### src/design/irtpd_pkg.sv
`timescale 1ns / 1ps
// ----------------------------------------------------------------------------
// irtpd_pkg
// Shared types and constants for the self-calibrating IR press detector.
// ----------------------------------------------------------------------------
package irtpd_pkg;

    // configuration register indexes
    typedef enum logic [2:0] {
        CFG_MAX_STEP       = 3'd0,
        CFG_WINDOW_SAMPLES = 3'd1,
        CFG_SLOPE_Q8_8     = 3'd2,
        CFG_OFFSET         = 3'd3,
        CFG_BASELINE_LIMIT = 3'd4,
        CFG_PRESS_SAMPLES  = 3'd5,
        CFG_LONG_PRESS_MS  = 3'd6,
        CFG_LOCKOUT_MS     = 3'd7
    } cfg_idx_t;

    localparam int CFG_DATA_BITS = 16;

    // register reset values
    localparam logic [9:0]  MAX_STEP_RST       = 10'd20;
    localparam logic [7:0]  WINDOW_SAMPLES_RST = 8'd10;
    localparam logic [15:0] SLOPE_RST          = 16'd256;
    localparam logic [15:0] OFFSET_RST         = 16'd100;
    localparam logic [10:0] BASELINE_LIMIT_RST = 11'd900;
    localparam logic [7:0]  PRESS_SAMPLES_RST  = 8'd5;
    localparam logic [15:0] LONG_PRESS_MS_RST  = 16'd3000;
    localparam logic [15:0] LOCKOUT_MS_RST     = 16'd1500;

    // release gaps
    localparam logic [31:0] GAP_HELD_MS  = 32'd200;
    localparam logic [31:0] GAP_COUNT_MS = 32'd500;

    // one result request
    typedef struct packed {
        logic        held;
        logic [15:0] threshold;
        logic        first_calib;
        logic        calib_gained;
        logic        is_calibrated;
        logic        press_event;
    } result_t;

    localparam int RESULT_BITS  = $bits(result_t);
    localparam int RESULT_TDATA = ((RESULT_BITS + 7) / 8) * 8;

endpackage

### src/design/irtpd_thresh.sv
`timescale 1ns / 1ps
// ----------------------------------------------------------------------------
// irtpd_thresh
// Threshold from baseline midpoint: floor(mid * slope / 256) + offset,
// saturated to 0..65535.
// ----------------------------------------------------------------------------
module irtpd_thresh #(
    parameter int SAMPLE_BITS = 10
) (
    input  logic [SAMPLE_BITS:0] mid,
    input  logic [15:0]          slope_q8_8,
    input  logic [15:0]          offset,
    output logic [15:0]          threshold
);

    localparam int PW = SAMPLE_BITS + 18;
    localparam int TW = PW + 1;

    logic signed [PW-1:0] mid_s;
    logic signed [PW-1:0] slope_s;
    logic signed [PW-1:0] prod;
    logic signed [PW-1:0] prod_floor;
    logic signed [TW-1:0] total;

    assign mid_s      = $signed({{(PW-SAMPLE_BITS-1){1'b0}}, mid});
    assign slope_s    = $signed({{(PW-16){slope_q8_8[15]}}, slope_q8_8});
    assign prod       = mid_s * slope_s;
    // arithmetic shift floors toward minus infinity
    assign prod_floor = prod >>> 8;
    assign total      = $signed({prod_floor[PW-1], prod_floor})
                      + $signed({{(TW-16){1'b0}}, offset});

    always_comb
    begin
        if (total[TW-1])
        begin
            threshold = 16'h0000;
        end
        else if (|total[TW-2:16])
        begin
            threshold = 16'hFFFF;
        end
        else
        begin
            threshold = total[15:0];
        end
    end

endmodule

### src/design/ir_touch_autocal_press_detector.sv
`timescale 1ns / 1ps
// ----------------------------------------------------------------------------
// ir_touch_autocal_press_detector
// Self-calibrating IR touch sensor press detector with baseline tracking.
// ----------------------------------------------------------------------------
// Takes one request per cycle while the result stream is not stalled: an IR
// sample with its millisecond timestamp. Every request yields exactly one
// result request. A request sits in an input register, then one pass of logic
// (baseline window, threshold multiply, press counting) updates the detector
// state and loads the result register, so the block sustains one request per
// clock while m_tready is not held low; the state update loop (window plus the
// threshold multiply feeding the press compare) closes in that pass. The input
// side keeps accepting while a result waits, as long as the result register
// is drained or about to be. Configuration is written through cfg_we /
// cfg_index / cfg_data and should only change while the block is idle.
// ----------------------------------------------------------------------------
module ir_touch_autocal_press_detector #(
    parameter int SAMPLE_BITS = 10
) (
    input  logic                               clk,
    input  logic                               rst_n,
    // configuration write port
    input  logic                               cfg_we,
    input  logic [2:0]                         cfg_index,
    input  logic [irtpd_pkg::CFG_DATA_BITS-1:0] cfg_data,
    // sample stream
    input  logic                               s_tvalid,
    output logic                               s_tready,
    // tdata: sample [SAMPLE_BITS-1:0], now_ms [SAMPLE_BITS+31:SAMPLE_BITS]
    input  logic [((SAMPLE_BITS+32+7)/8)*8-1:0] s_tdata,
    // result stream
    output logic                               m_tvalid,
    input  logic                               m_tready,
    // tdata: press_event [0], is_calibrated [1], calib_gained [2],
    // first_calib [3], threshold [19:4], held [20]
    output logic [irtpd_pkg::RESULT_TDATA-1:0]  m_tdata
);

    localparam int SB = SAMPLE_BITS;
    // widths for compares against the fixed-width registers
    localparam int DW = (SB > 10) ? SB : 10;
    localparam int MW = (SB + 1 > 11) ? SB + 1 : 11;
    localparam logic [SB:0] WIN_MIN_RST = (SB+1)'((1 << SB) + 1);

    // ---------------------------------------------------------------- config
    logic [9:0]  max_step_reg;
    logic [7:0]  window_samples_reg;
    logic [15:0] slope_reg;
    logic [15:0] offset_reg;
    logic [10:0] baseline_limit_reg;
    logic [7:0]  press_samples_reg;
    logic [15:0] long_press_ms_reg;
    logic [15:0] lockout_ms_reg;

    always_ff @(posedge clk or negedge rst_n)
    begin
        if (!rst_n)
        begin
            max_step_reg       <= irtpd_pkg::MAX_STEP_RST;
            window_samples_reg <= irtpd_pkg::WINDOW_SAMPLES_RST;
            slope_reg          <= irtpd_pkg::SLOPE_RST;
            offset_reg         <= irtpd_pkg::OFFSET_RST;
            baseline_limit_reg <= irtpd_pkg::BASELINE_LIMIT_RST;
            press_samples_reg  <= irtpd_pkg::PRESS_SAMPLES_RST;
            long_press_ms_reg  <= irtpd_pkg::LONG_PRESS_MS_RST;
            lockout_ms_reg     <= irtpd_pkg::LOCKOUT_MS_RST;
        end
        else if (cfg_we)
        begin
            unique case (irtpd_pkg::cfg_idx_t'(cfg_index))
                irtpd_pkg::CFG_MAX_STEP:       max_step_reg       <= cfg_data[9:0];
                irtpd_pkg::CFG_WINDOW_SAMPLES: window_samples_reg <= cfg_data[7:0];
                irtpd_pkg::CFG_SLOPE_Q8_8:     slope_reg          <= cfg_data[15:0];
                irtpd_pkg::CFG_OFFSET:         offset_reg         <= cfg_data[15:0];
                irtpd_pkg::CFG_BASELINE_LIMIT: baseline_limit_reg <= cfg_data[10:0];
                irtpd_pkg::CFG_PRESS_SAMPLES:  press_samples_reg  <= cfg_data[7:0];
                irtpd_pkg::CFG_LONG_PRESS_MS:  long_press_ms_reg  <= cfg_data[15:0];
                irtpd_pkg::CFG_LOCKOUT_MS:     lockout_ms_reg     <= cfg_data[15:0];
                default:                       max_step_reg       <= max_step_reg;
            endcase
        end
    end

    // ----------------------------------------------------------- input stage
    logic          in_valid_reg;
    logic [SB-1:0] sample_reg;
    logic [31:0]   now_reg;
    logic          advance;

    // the stage moves whenever the result register is free or being drained
    assign advance  = in_valid_reg && (!m_tvalid || m_tready);
    assign s_tready = !in_valid_reg || advance;

    always_ff @(posedge clk or negedge rst_n)
    begin
        if (!rst_n)
        begin
            in_valid_reg <= 1'b0;
        end
        else if (s_tready)
        begin
            in_valid_reg <= s_tvalid;
        end
    end

    always_ff @(posedge clk)
    begin
        if (s_tready && s_tvalid)
        begin
            sample_reg <= s_tdata[SB-1:0];
            now_reg    <= s_tdata[SB+31:SB];
        end
    end

    // --------------------------------------------------------- detector state
    logic [SB-1:0] last_sample_reg,   last_sample_next;
    logic [SB:0]   window_min_reg,    window_min_next;
    logic [SB-1:0] window_max_reg,    window_max_next;
    logic [7:0]    window_count_reg,  window_count_next;
    logic          calibrated_reg,    calibrated_next;
    logic          ever_cal_reg,      ever_cal_next;
    logic [15:0]   threshold_reg,     threshold_next;
    logic [7:0]    press_count_reg,   press_count_next;
    logic [31:0]   last_press_ms_reg, last_press_ms_next;
    logic [31:0]   press_start_reg,   press_start_next;
    logic [31:0]   calib_lock_reg,    calib_lock_next;
    logic [31:0]   press_lock_reg,    press_lock_next;

    // window stage intermediates
    logic [SB-1:0] diff;
    logic          stable;
    logic [7:0]    win_count1;
    logic [SB:0]   win_min1;
    logic [SB-1:0] win_max1;
    logic [SB+1:0] range;
    logic          range_wide;
    logic [SB+1:0] mid_sum;
    logic [SB:0]   mid;
    logic          mid_ok;
    logic [15:0]   new_threshold;
    logic          calib_run;

    // press stage intermediates
    logic          over;
    logic [7:0]    press_count1;
    logic          press_run;

    irtpd_pkg::result_t result_next;
    irtpd_pkg::result_t result_reg;
    logic               out_valid_reg;

    irtpd_thresh #(
        .SAMPLE_BITS (SB)
    ) u_thresh (
        .mid        (mid),
        .slope_q8_8 (slope_reg),
        .offset     (offset_reg),
        .threshold  (new_threshold)
    );

    // window arithmetic on the current request
    always_comb
    begin
        diff       = (sample_reg > last_sample_reg) ? sample_reg - last_sample_reg
                                                    : last_sample_reg - sample_reg;
        stable     = DW'(diff) < DW'(max_step_reg);
        if (stable)
        begin
            win_count1 = (window_count_reg != 8'hFF) ? window_count_reg + 8'd1
                                                     : window_count_reg;
            win_min1   = ({1'b0, sample_reg} < window_min_reg) ? {1'b0, sample_reg}
                                                               : window_min_reg;
            win_max1   = (sample_reg > window_max_reg) ? sample_reg : window_max_reg;
        end
        else
        begin
            // step too large: window restarts here
            win_count1 = 8'd0;
            win_min1   = {1'b0, sample_reg};
            win_max1   = sample_reg;
        end
        range      = {2'b00, win_max1} - {1'b0, win_min1};
        range_wide = !range[SB+1] && (MW'(range[SB:0]) >= MW'(max_step_reg));
        mid_sum    = {1'b0, win_min1} + {2'b00, win_max1};
        mid        = mid_sum[SB+1:1];
        mid_ok     = MW'(mid) < MW'(baseline_limit_reg);
    end

    // state update for one request
    always_comb
    begin
        last_sample_next   = last_sample_reg;
        window_min_next    = window_min_reg;
        window_max_next    = window_max_reg;
        window_count_next  = window_count_reg;
        calibrated_next    = calibrated_reg;
        ever_cal_next      = ever_cal_reg;
        threshold_next     = threshold_reg;
        press_count_next   = press_count_reg;
        last_press_ms_next = last_press_ms_reg;
        press_start_next   = press_start_reg;
        calib_lock_next    = calib_lock_reg;
        press_lock_next    = press_lock_reg;
        result_next        = '0;

        // baseline window: frozen while locked out or a press is in progress
        calib_run = !(now_reg < calib_lock_reg) && (press_count_reg == 8'd0);
        if (calib_run)
        begin
            window_count_next = win_count1;
            window_min_next   = win_min1;
            window_max_next   = win_max1;
            last_sample_next  = sample_reg;
            if (win_count1 >= window_samples_reg)
            begin
                if (range_wide)
                begin
                    // too wide to trust: restart, last sample kept
                    window_count_next = 8'd0;
                    window_min_next   = {1'b0, sample_reg};
                    window_max_next   = sample_reg;
                    last_sample_next  = last_sample_reg;
                end
                else
                begin
                    if (mid_ok)
                    begin
                        result_next.calib_gained = !calibrated_reg;
                        result_next.first_calib  = !ever_cal_reg;
                        calibrated_next          = 1'b1;
                        ever_cal_next            = 1'b1;
                        threshold_next           = new_threshold;
                    end
                    else
                    begin
                        calibrated_next = 1'b0;
                    end
                    window_count_next = 8'd0;
                    window_min_next   = WIN_MIN_RST;
                    window_max_next   = '0;
                end
            end
        end

        // press detection against the threshold after this step
        over         = 16'(sample_reg) >= threshold_next;
        press_count1 = press_count_reg + 8'd1;
        press_run    = ever_cal_next && calibrated_next && !(now_reg < press_lock_reg);
        if (press_run)
        begin
            if (press_count_reg == press_samples_reg)
            begin
                if (over)
                begin
                    last_press_ms_next = now_reg;
                    // long hold: auto-release and lock out
                    if (now_reg > press_start_reg + 32'(long_press_ms_reg))
                    begin
                        press_count_next = 8'd0;
                        calib_lock_next  = now_reg + 32'(lockout_ms_reg);
                        press_lock_next  = now_reg + 32'(lockout_ms_reg);
                    end
                end
                else if (now_reg > last_press_ms_reg + irtpd_pkg::GAP_HELD_MS)
                begin
                    press_count_next = 8'd0;
                end
            end
            else if (over)
            begin
                press_count_next   = press_count1;
                last_press_ms_next = now_reg;
                if (press_count1 == press_samples_reg)
                begin
                    press_start_next        = now_reg;
                    result_next.press_event = 1'b1;
                end
            end
            else if (now_reg > last_press_ms_reg + irtpd_pkg::GAP_COUNT_MS)
            begin
                press_count_next = 8'd0;
            end
        end

        result_next.is_calibrated = calibrated_next;
        result_next.threshold     = threshold_next;
        result_next.held          = press_count_next == press_samples_reg;
    end

    always_ff @(posedge clk or negedge rst_n)
    begin
        if (!rst_n)
        begin
            last_sample_reg   <= '0;
            window_min_reg    <= WIN_MIN_RST;
            window_max_reg    <= '0;
            window_count_reg  <= '0;
            calibrated_reg    <= 1'b0;
            ever_cal_reg      <= 1'b0;
            threshold_reg     <= '0;
            press_count_reg   <= '0;
            last_press_ms_reg <= '0;
            press_start_reg   <= '0;
            calib_lock_reg    <= '0;
            press_lock_reg    <= '0;
        end
        else if (advance)
        begin
            last_sample_reg   <= last_sample_next;
            window_min_reg    <= window_min_next;
            window_max_reg    <= window_max_next;
            window_count_reg  <= window_count_next;
            calibrated_reg    <= calibrated_next;
            ever_cal_reg      <= ever_cal_next;
            threshold_reg     <= threshold_next;
            press_count_reg   <= press_count_next;
            last_press_ms_reg <= last_press_ms_next;
            press_start_reg   <= press_start_next;
            calib_lock_reg    <= calib_lock_next;
            press_lock_reg    <= press_lock_next;
        end
    end

    // ---------------------------------------------------------- result stage
    always_ff @(posedge clk or negedge rst_n)
    begin
        if (!rst_n)
        begin
            out_valid_reg <= 1'b0;
        end
        else if (advance)
        begin
            out_valid_reg <= 1'b1;
        end
        else if (m_tready)
        begin
            out_valid_reg <= 1'b0;
        end
    end

    always_ff @(posedge clk)
    begin
        if (advance)
        begin
            result_reg <= result_next;
        end
    end

    assign m_tvalid = out_valid_reg;
    assign m_tdata  = irtpd_pkg::RESULT_TDATA'(result_reg);

endmodule
### config.mk
export PLATFORM = sky130hd
export DESIGN_NAME = ir_touch_autocal_press_detector
export DESIGN_NICKNAME = d
export VERILOG_FILES = /design/src/design/irtpd_pkg.sv /design/src/design/irtpd_thresh.sv /design/src/design/ir_touch_autocal_press_detector.sv
export SDC_FILE = /design/constraint.sdc
export NUM_CORES = 1
export LEC_CHECK = 0
export BUFFER_PORTS_ARGS = -buffer_cell sky130_fd_sc_hd__buf_2
export CAP_MARGIN = 0
export CORE_ASPECT_RATIO = 1.5
export CORE_MARGIN = 5
export CORE_UTILIZATION = 45
export DETAILED_ROUTE_END_ITERATION = 6
export GPL_TIMING_DRIVEN = 0
export HOLD_SLACK_MARGIN = 0.08
export PLACE_DENSITY = 0.67
export SLEW_MARGIN = 20
export SYNTH_ARGS = -nofsm -noshare
export SYNTH_HDL_FRONTEND = slang
export SYNTH_SLANG_ARGS = --single-unit
export TNS_END_PERCENT = 1
### constraint.sdc
create_clock -name clk -period 24.3 [get_ports clk]
set_clock_uncertainty 0.15 [all_clocks]
set_input_delay 1.215 -clock clk [delete_from_list [all_inputs] [get_ports clk]]
set_output_delay 1.215 -clock clk [all_outputs]
set_load 0.1 [all_outputs]
==> flow_summary.json, run 1 <==
{
  "status": "completed",
  "ant_nets": 0,
  "setup_viol": 0,
  "io_buffers": 84,
  "cts_num_sinks": 327,
  "path_buf_inv": 11,
  "cts-root-buf": "clkbuf_16",
  "track_usage_pct": 23.3,
  "antenna_found_initial": 2,
  "cp_slowest_cell": "o41ai_2",
  "hold_buffers": 0,
  "required_ns": 24.62,
  "crit_fanout": 10,
  "nets": 3880,
  "max_slew_margin_pct": 21.6,
  "async_reset_ff_share_pct": 80.7,
  "wl_um": 83600,
  "clkLatencyLatePin_ns": 0.59,
  "gp_congestion": 0.953,
  "cts_tree": "yes",
  "htree_num_levels": 2,
  "overflow": 0,
  "hold_path.class": "reg -> reg",
  "setup.worst_path.start_class": "flop",
  "tightest_slew_ns": 1.17,
  "vias_per_cell": 5.54,
  "cts_post_setup_buffers_inserted": 0,
  "drive_gt1_share_pct": 11.4,
  "grt_pass1_wl_um": 132000,
  "final_hold_viol_count": 0,
  "path_clk_slew_ns": 0.07,
  "ys_types": 91,
  "report.final.slew_viol_count": 0,
  "n_fill_cell": 6241,
  "synth_warnings": 0,
  "cap_violations": 0,
  "first_global_vias": 24200,
  "initial_core_util_pct": 45.4,
  "grt_start_max_net_pins": 92,
  "dieArea_sq_um": 71500,
  "min_period_ns": 22.15,
  "die_h_um": 325,
  "synth_area_sq_um": 29800,
  "setup.worst_path.class": "reg -> reg",
  "rsz0062_at_grt": "false",
  "max_freq_ghz": 0.0451,
  "setup-tns-final_ns": 0,
  "critical_path.top_delay_family": "compound AO/OA/AOI/OAI gates",
  "synth_edf_count": 63,
  "ys_seq_area_share_pct": 28.7,
  "drtIter0Drc": 1356,
  "drc_errors": 0,
  "ios": 98,
  "area_growth_pct": 10.1,
  "cts_made_buffers": 38,
  "wl_per_cell_um": 19.9,
  "ys_seq_elements": 327,
  "cts_resized": 0,
  "max_stage_delay_ns": 0.89,
  "rows": 115,
  "hpwl_um": 65600,
  "dr.pass1.iters": 5,
  "synth_area_per_cell_sq_um": 9.46,
  "coreArea_sq_um": 65600,
  "dieWidth_um": 220,
  "endpoint_kind": "flop",
  "fin_crit_sh_pct": 91.2,
  "synth_flop_cell": "dfrtp_1",
  "vias": 23300,
  "crit_arrival_ns": 22.48,
  "syn_inst": 3150,
  "ctsLongestPathBuffers": 3
}
[synth_stat cells, drive strengths merged, types with 13 or more instances]
library cell  number  area, sq um
a31oi             15         93.8
nand4             48          315
nor3              47          235
nand2b            29          181
nand3             47          235
and4              13          114
dfstp             30          788
a211oi            24          180
a22o              28          245
a21oi            140          704
edfxtp            63         1890
xor2              75          676
a21o              78          586
ha               342         4280
o21a              23          173
nor2b             23          144
o211ai            13         97.6
buf               17          119
o21bai            22          165
dfrtp            234         5860
o21ai            186          935
or3               14         92.6
and2              66          413
and3              25          156
xnor2            111          972
nor2             151          569
inv              357         1340
o31ai             14          105
fa               167         3340
mux2             148         1760
clkbuf            92          345
nand2            363         1360
[logic make-up after synthesis]
family	after synthesis	synth area share (%)
AOI/OAI and AO/OA	629	13.9
DFF	327	28.7
and+or+nand+nor	872	14.0
muxes	158	6.23
xor gates and xnor gates	186	5.53
other	2	0.0252
adders and majority gates	509	25.6
buffers and inverters	467	6.07
[final timing paths]
kind | start | end | slack [ns] | cells past startpoint
worst max-delay path | sample_reg[0]$_DFFE_PP_ | press_lock_reg[13]$_DFFE_PN0P_ | 2.15 | 76
worst min-delay path | press_lock_reg[14]$_DFFE_PN0P_ | press_lock_reg[14]$_DFFE_PN0P_ | 0.33 | 1
worst max register to register | sample_reg[0]$_DFFE_PP_ | press_lock_reg[13]$_DFFE_PN0P_ | 2.15 | 76
worst min register to register | press_lock_reg[14]$_DFFE_PN0P_ | press_lock_reg[14]$_DFFE_PN0P_ | 0.33 | 1
max in group asynchronous | rst_n | last_press_ms_reg[18]$_DFFE_PN0P_ | 22.69 | 2
min in group asynchronous | rst_n | press_count_reg[0]$_DFFE_PN0P_ | 0.42 | 1
[through the flow]
step	area [sq um]	setup WS (ns)	hold WS (ns)	std cells	utilization, %
finish	32800	2.15	0.327	4206	50.0
global route	32800	0.870	0.355	4205	50.0
CTS	32800	2.21	0.329	4205	50.0
detailed placement	31500	2.33	0.316	4136	48.0
global placement	31400	1.33	0.310	4130	47.8
floorplan	29900	6.79	0.295	3169	-
[worst register-to-register path: cells and delay by family, from the launching register on]
kind	cells	cell delay, ns
and+or+nand+nor	13	3.04
AOI/OAI and AO/OA	38	9.55
adders and majority gates	12	5.13
buffers and inverters	11	2.59
DFF	1	0.51
xor gates and xnor gates	2	1.06
[layout make-up]
cell class / count / area, sq um / area share (%)
inverters: 358 / 1340 / 4.10
clock inverters: 25 / 258 / 0.786
plain buffers: 109 / 464 / 1.42
diodes: 1 / 2.50 / 0.00763
multi-input cells: 2375 / 19500 / 59.6
clock buffers: 44 / 1000 / 3.06
repair buffers: 90 / 548 / 1.67
flip-flops and latches: 327 / 8540 / 26.0
well taps: 877 / 1100 / 3.35
[layer usage]
layer	track usage [%]	wire, um	vias up
li1	-	-	11100
met1	25.9	31600	11500
met2	43.4	44200	509
met3	2.23	2870	232
met4	12.0	4910	0
met5	0	0	-
[placed cells by master, fill, tap and decap left out, types with 23 or more instances in the layout]
cell	synthesis	final
a211oi_1	24	23
a21o_1	78	78
a21oi_1	139	139
a22o_1	28	28
and2_1	64	63
and3_1	25	25
buf_2	5	88
clkbuf_1	92	96
clkbuf_16	0	39
dfrtp_1	234	234
dfstp_2	30	30
edfxtp_1	63	63
fa_1	167	167
ha_1	342	342
inv_1	357	357
mux2_2	124	124
mux2_4	24	24
nand2_1	363	363
nand2b_1	29	29
nand3_1	47	47
nand4_1	47	47
nor2_1	150	150
nor2b_1	23	23
nor3_1	47	46
o21a_1	23	23
o21ai_0	180	180
xnor2_1	111	111
xor2_1	74	74
Power of run 1 is not shown: default switching activity piles up to over one toggle a cycle in this logic, so the estimate is an artifact.
==> run 2: changes to the inputs <==
Settings changed: CORE_UTILIZATION 45 to 35, PLACE_DENSITY 0.67 to 0.56, SYNTH_HIERARCHICAL set to 1.
==> flow_summary.json, run 2 <==
{
  "io_buffers": 84,
  "required_ns": 24.52,
  "grt_pass1_wl_um": 134000,
  "status": "completed",
  "antenna_cells": 0,
  "setup_viol": 0,
  "synth_area_per_cell_sq_um": 9.41,
  "area_growth_pct": 11.7,
  "setup.worst_path.start_class": "flop",
  "ctsLongestPathBuffers": 3,
  "rows": 130,
  "drtIter0Drc": 995,
  "dieArea_sq_um": 90400,
  "first_global_vias": 23700,
  "max_freq_ghz": 0.0504,
  "antenna_found_initial": 2,
  "tightest_slew_ns": 1.01,
  "synth_area_leaders": "dfrtp_1 (20%), ha_1 (15%), fa_1 (11%)",
  "track_usage_pct": 18.8,
  "path_clk_slew_ns": 0.06,
  "ys_top_cells_by_count": "inv_1 (367), ha_1 (344), nand2_1 (339), dfrtp_1 (234), nor2_1 (183)",
  "routedLengthMet1_um": 34700,
  "dr.pass1.iters": 5,
  "fin_crit_sh_pct": 81.7,
  "hpwl_um": 67000,
  "initial_core_util_pct": 35.2,
  "cts-root-buf": "clkbuf_16",
  "max_stage_delay_ns": 0.67,
  "synth_area_sq_um": 29500,
  "max_slew_margin_pct": 32.6,
  "coreArea_sq_um": 83800,
  "htree_num_levels": 2,
  "wl_um": 84900,
  "clkLatencyLatePin_ns": 0.60,
  "cts_tree": "yes",
  "async_reset_ff_share_pct": 80.7,
  "setup.worst_path.class": "reg -> reg",
  "drc_errors": 0,
  "drive_gt1_share_pct": 11.4,
  "synth.largest_area_cell": "dfrtp_1",
  "cts_num_sinks": 327,
  "final_hold_viol_count": 0,
  "crit_path_frequent_cell": "a21o_1",
  "cp_slowest_cell": "a21boi_2",
  "synth_most_common_cell": "inv_1",
  "cap_violations": 0,
  "die_h_um": 366,
  "hold_buffers": 0,
  "hold_path.class": "reg -> reg",
  "syn_inst": 3138,
  "rsz0062_at_grt": "false",
  "synth_edf_count": 63,
  "met2_length_um": 44400,
  "report.final.slew_viol_count": 0,
  "final_common_cell": "inv_1",
  "ios": 98,
  "vias_per_cell": 5.13,
  "ant_nets": 0,
  "cts_post_setup_buffers_inserted": 0,
  "crit_arrival_ns": 20.07,
  "met3_length_um": 2600,
  "maxUsedRoutingLayer": "met4",
  "endpoint_kind": "flop",
  "critical_path.top_delay_family": "compound AO/OA/AOI/OAI gates",
  "synth.top_cell.area_share_pct": 19.8,
  "path_buf_inv": 13,
  "nets": 3865,
  "ys_seq_area_share_pct": 28.9,
  "final_cell_mix": "inv_1 (367), ha_1 (344), nand2_1 (339), dfrtp_1 (234), nor2_1 (183)",
  "grt_start_max_net_pins": 76,
  "setup-tns-final_ns": 0,
  "synth_warnings": 6,
  "ys_seq_elements": 327,
  "crit_fanout": 10,
  "min_period_ns": 19.85,
  "gp_congestion": 0.908,
  "wl_per_cell_um": 19.1,
  "synth_flop_cell": "dfrtp_1",
  "dieWidth_um": 247,
  "cts_made_buffers": 41,
  "cts_resized": 0,
  "overflow": 0,
  "vias": 22700,
  "ys_types": 96
}
==> run 2: cell count changes after synthesis, sizes merged, moves of 8 or more <==
cell    delta
nand4      -8
mux2i     +13
a22o      -16
o21bai     -8
and3       +9
nand3     +15
and4       -8
nand2     -24
inv       +11
nor2      +35
a211oi    -13
==> run 2: worst reg2reg max path, delay by kind of cell (launching register included) <==
family / cells / cell delay (ns)
AO/OA/AOI/OAI: 32 / 7.57
multiplexers: 2 / 0.52
adder cells (fa/ha/maj): 12 / 4.62
AND/OR/NAND/NOR: 18 / 3.03
flip-flops: 1 / 0.47
buffers and inverters: 13 / 2.97
XOR/XNOR: 2 / 0.28
==> run 2: logic make-up (layout without fill, tap and decap cells) <==
logic type	Yosys count	count (layout)	share of synthesized area [%]
AND/OR/NAND/NOR	891	891	14.3
AO/OA/AOI/OAI	574	574	12.6
adder cells (fa/ha/maj)	511	511	25.9
buffers and inverters	476	643	6.24
flip-flops	327	327	28.9
XOR/XNOR	188	188	5.60
multiplexers	170	170	6.43
other	1	11	0.0127
==> run 2: final cells by class <==
class | count | area [sq um]
Inverter | 368 | 1380
Multi-Input combinational cell | 2345 | 19200
Sequential cell | 327 | 8540
Tap cell | 1122 | 1400
Clock inverter | 23 | 264
Clock buffer | 53 | 1110
Timing Repair Buffer | 91 | 576
Fill cell | 8446 | 50800
Buffer | 108 | 463
==> run 2: path summary, 6_finish.rpt <==
path                                           startpoint                                end  slack (ns)  depth (start not counted)
max                               sample_reg[0]$_DFFE_PP_              m_tdata[20]$_DFFE_PP_        4.45                         79
min                        press_lock_reg[15]$_DFFE_PN0P_     press_lock_reg[15]$_DFFE_PN0P_        0.33                          2
max in group asynchronous                           rst_n           slope_reg[8]$_DFFE_PN1P_       22.67                          2
min in group asynchronous                           rst_n  last_press_ms_reg[24]$_DFFE_PN0P_        0.43                          1
min reg2reg                press_lock_reg[15]$_DFFE_PN0P_     press_lock_reg[15]$_DFFE_PN0P_        0.33                          2
max reg2reg                       sample_reg[0]$_DFFE_PP_              m_tdata[20]$_DFFE_PP_        4.45                         79
==> run 2: layer usage <==
metal | up-vias | global-route usage (%)
met5 | - | 0
met4 | 0 | 6.36
met3 | 164 | 1.71
met2 | 395 | 35.5
met1 | 11200 | 22.3
li1 | 11000 | -
==> run 2: through the flow <==
step                hold WS [ns]  instances  utilization, %  instance area (sq um)  setup slack (ns)
CTS                        0.334       4437            39.4                  33000              4.45
global route               0.346       4437            39.4                  33000              3.28
global placement           0.312       4354            37.5                  31400              3.73
detailed placement         0.320       4361            37.7                  31600              4.52
finish                     0.327       4437            39.4                  33000              4.45
floorplan                  0.299       3148               -                  29600              7.85
Power of run 2 is left out for the same reason.
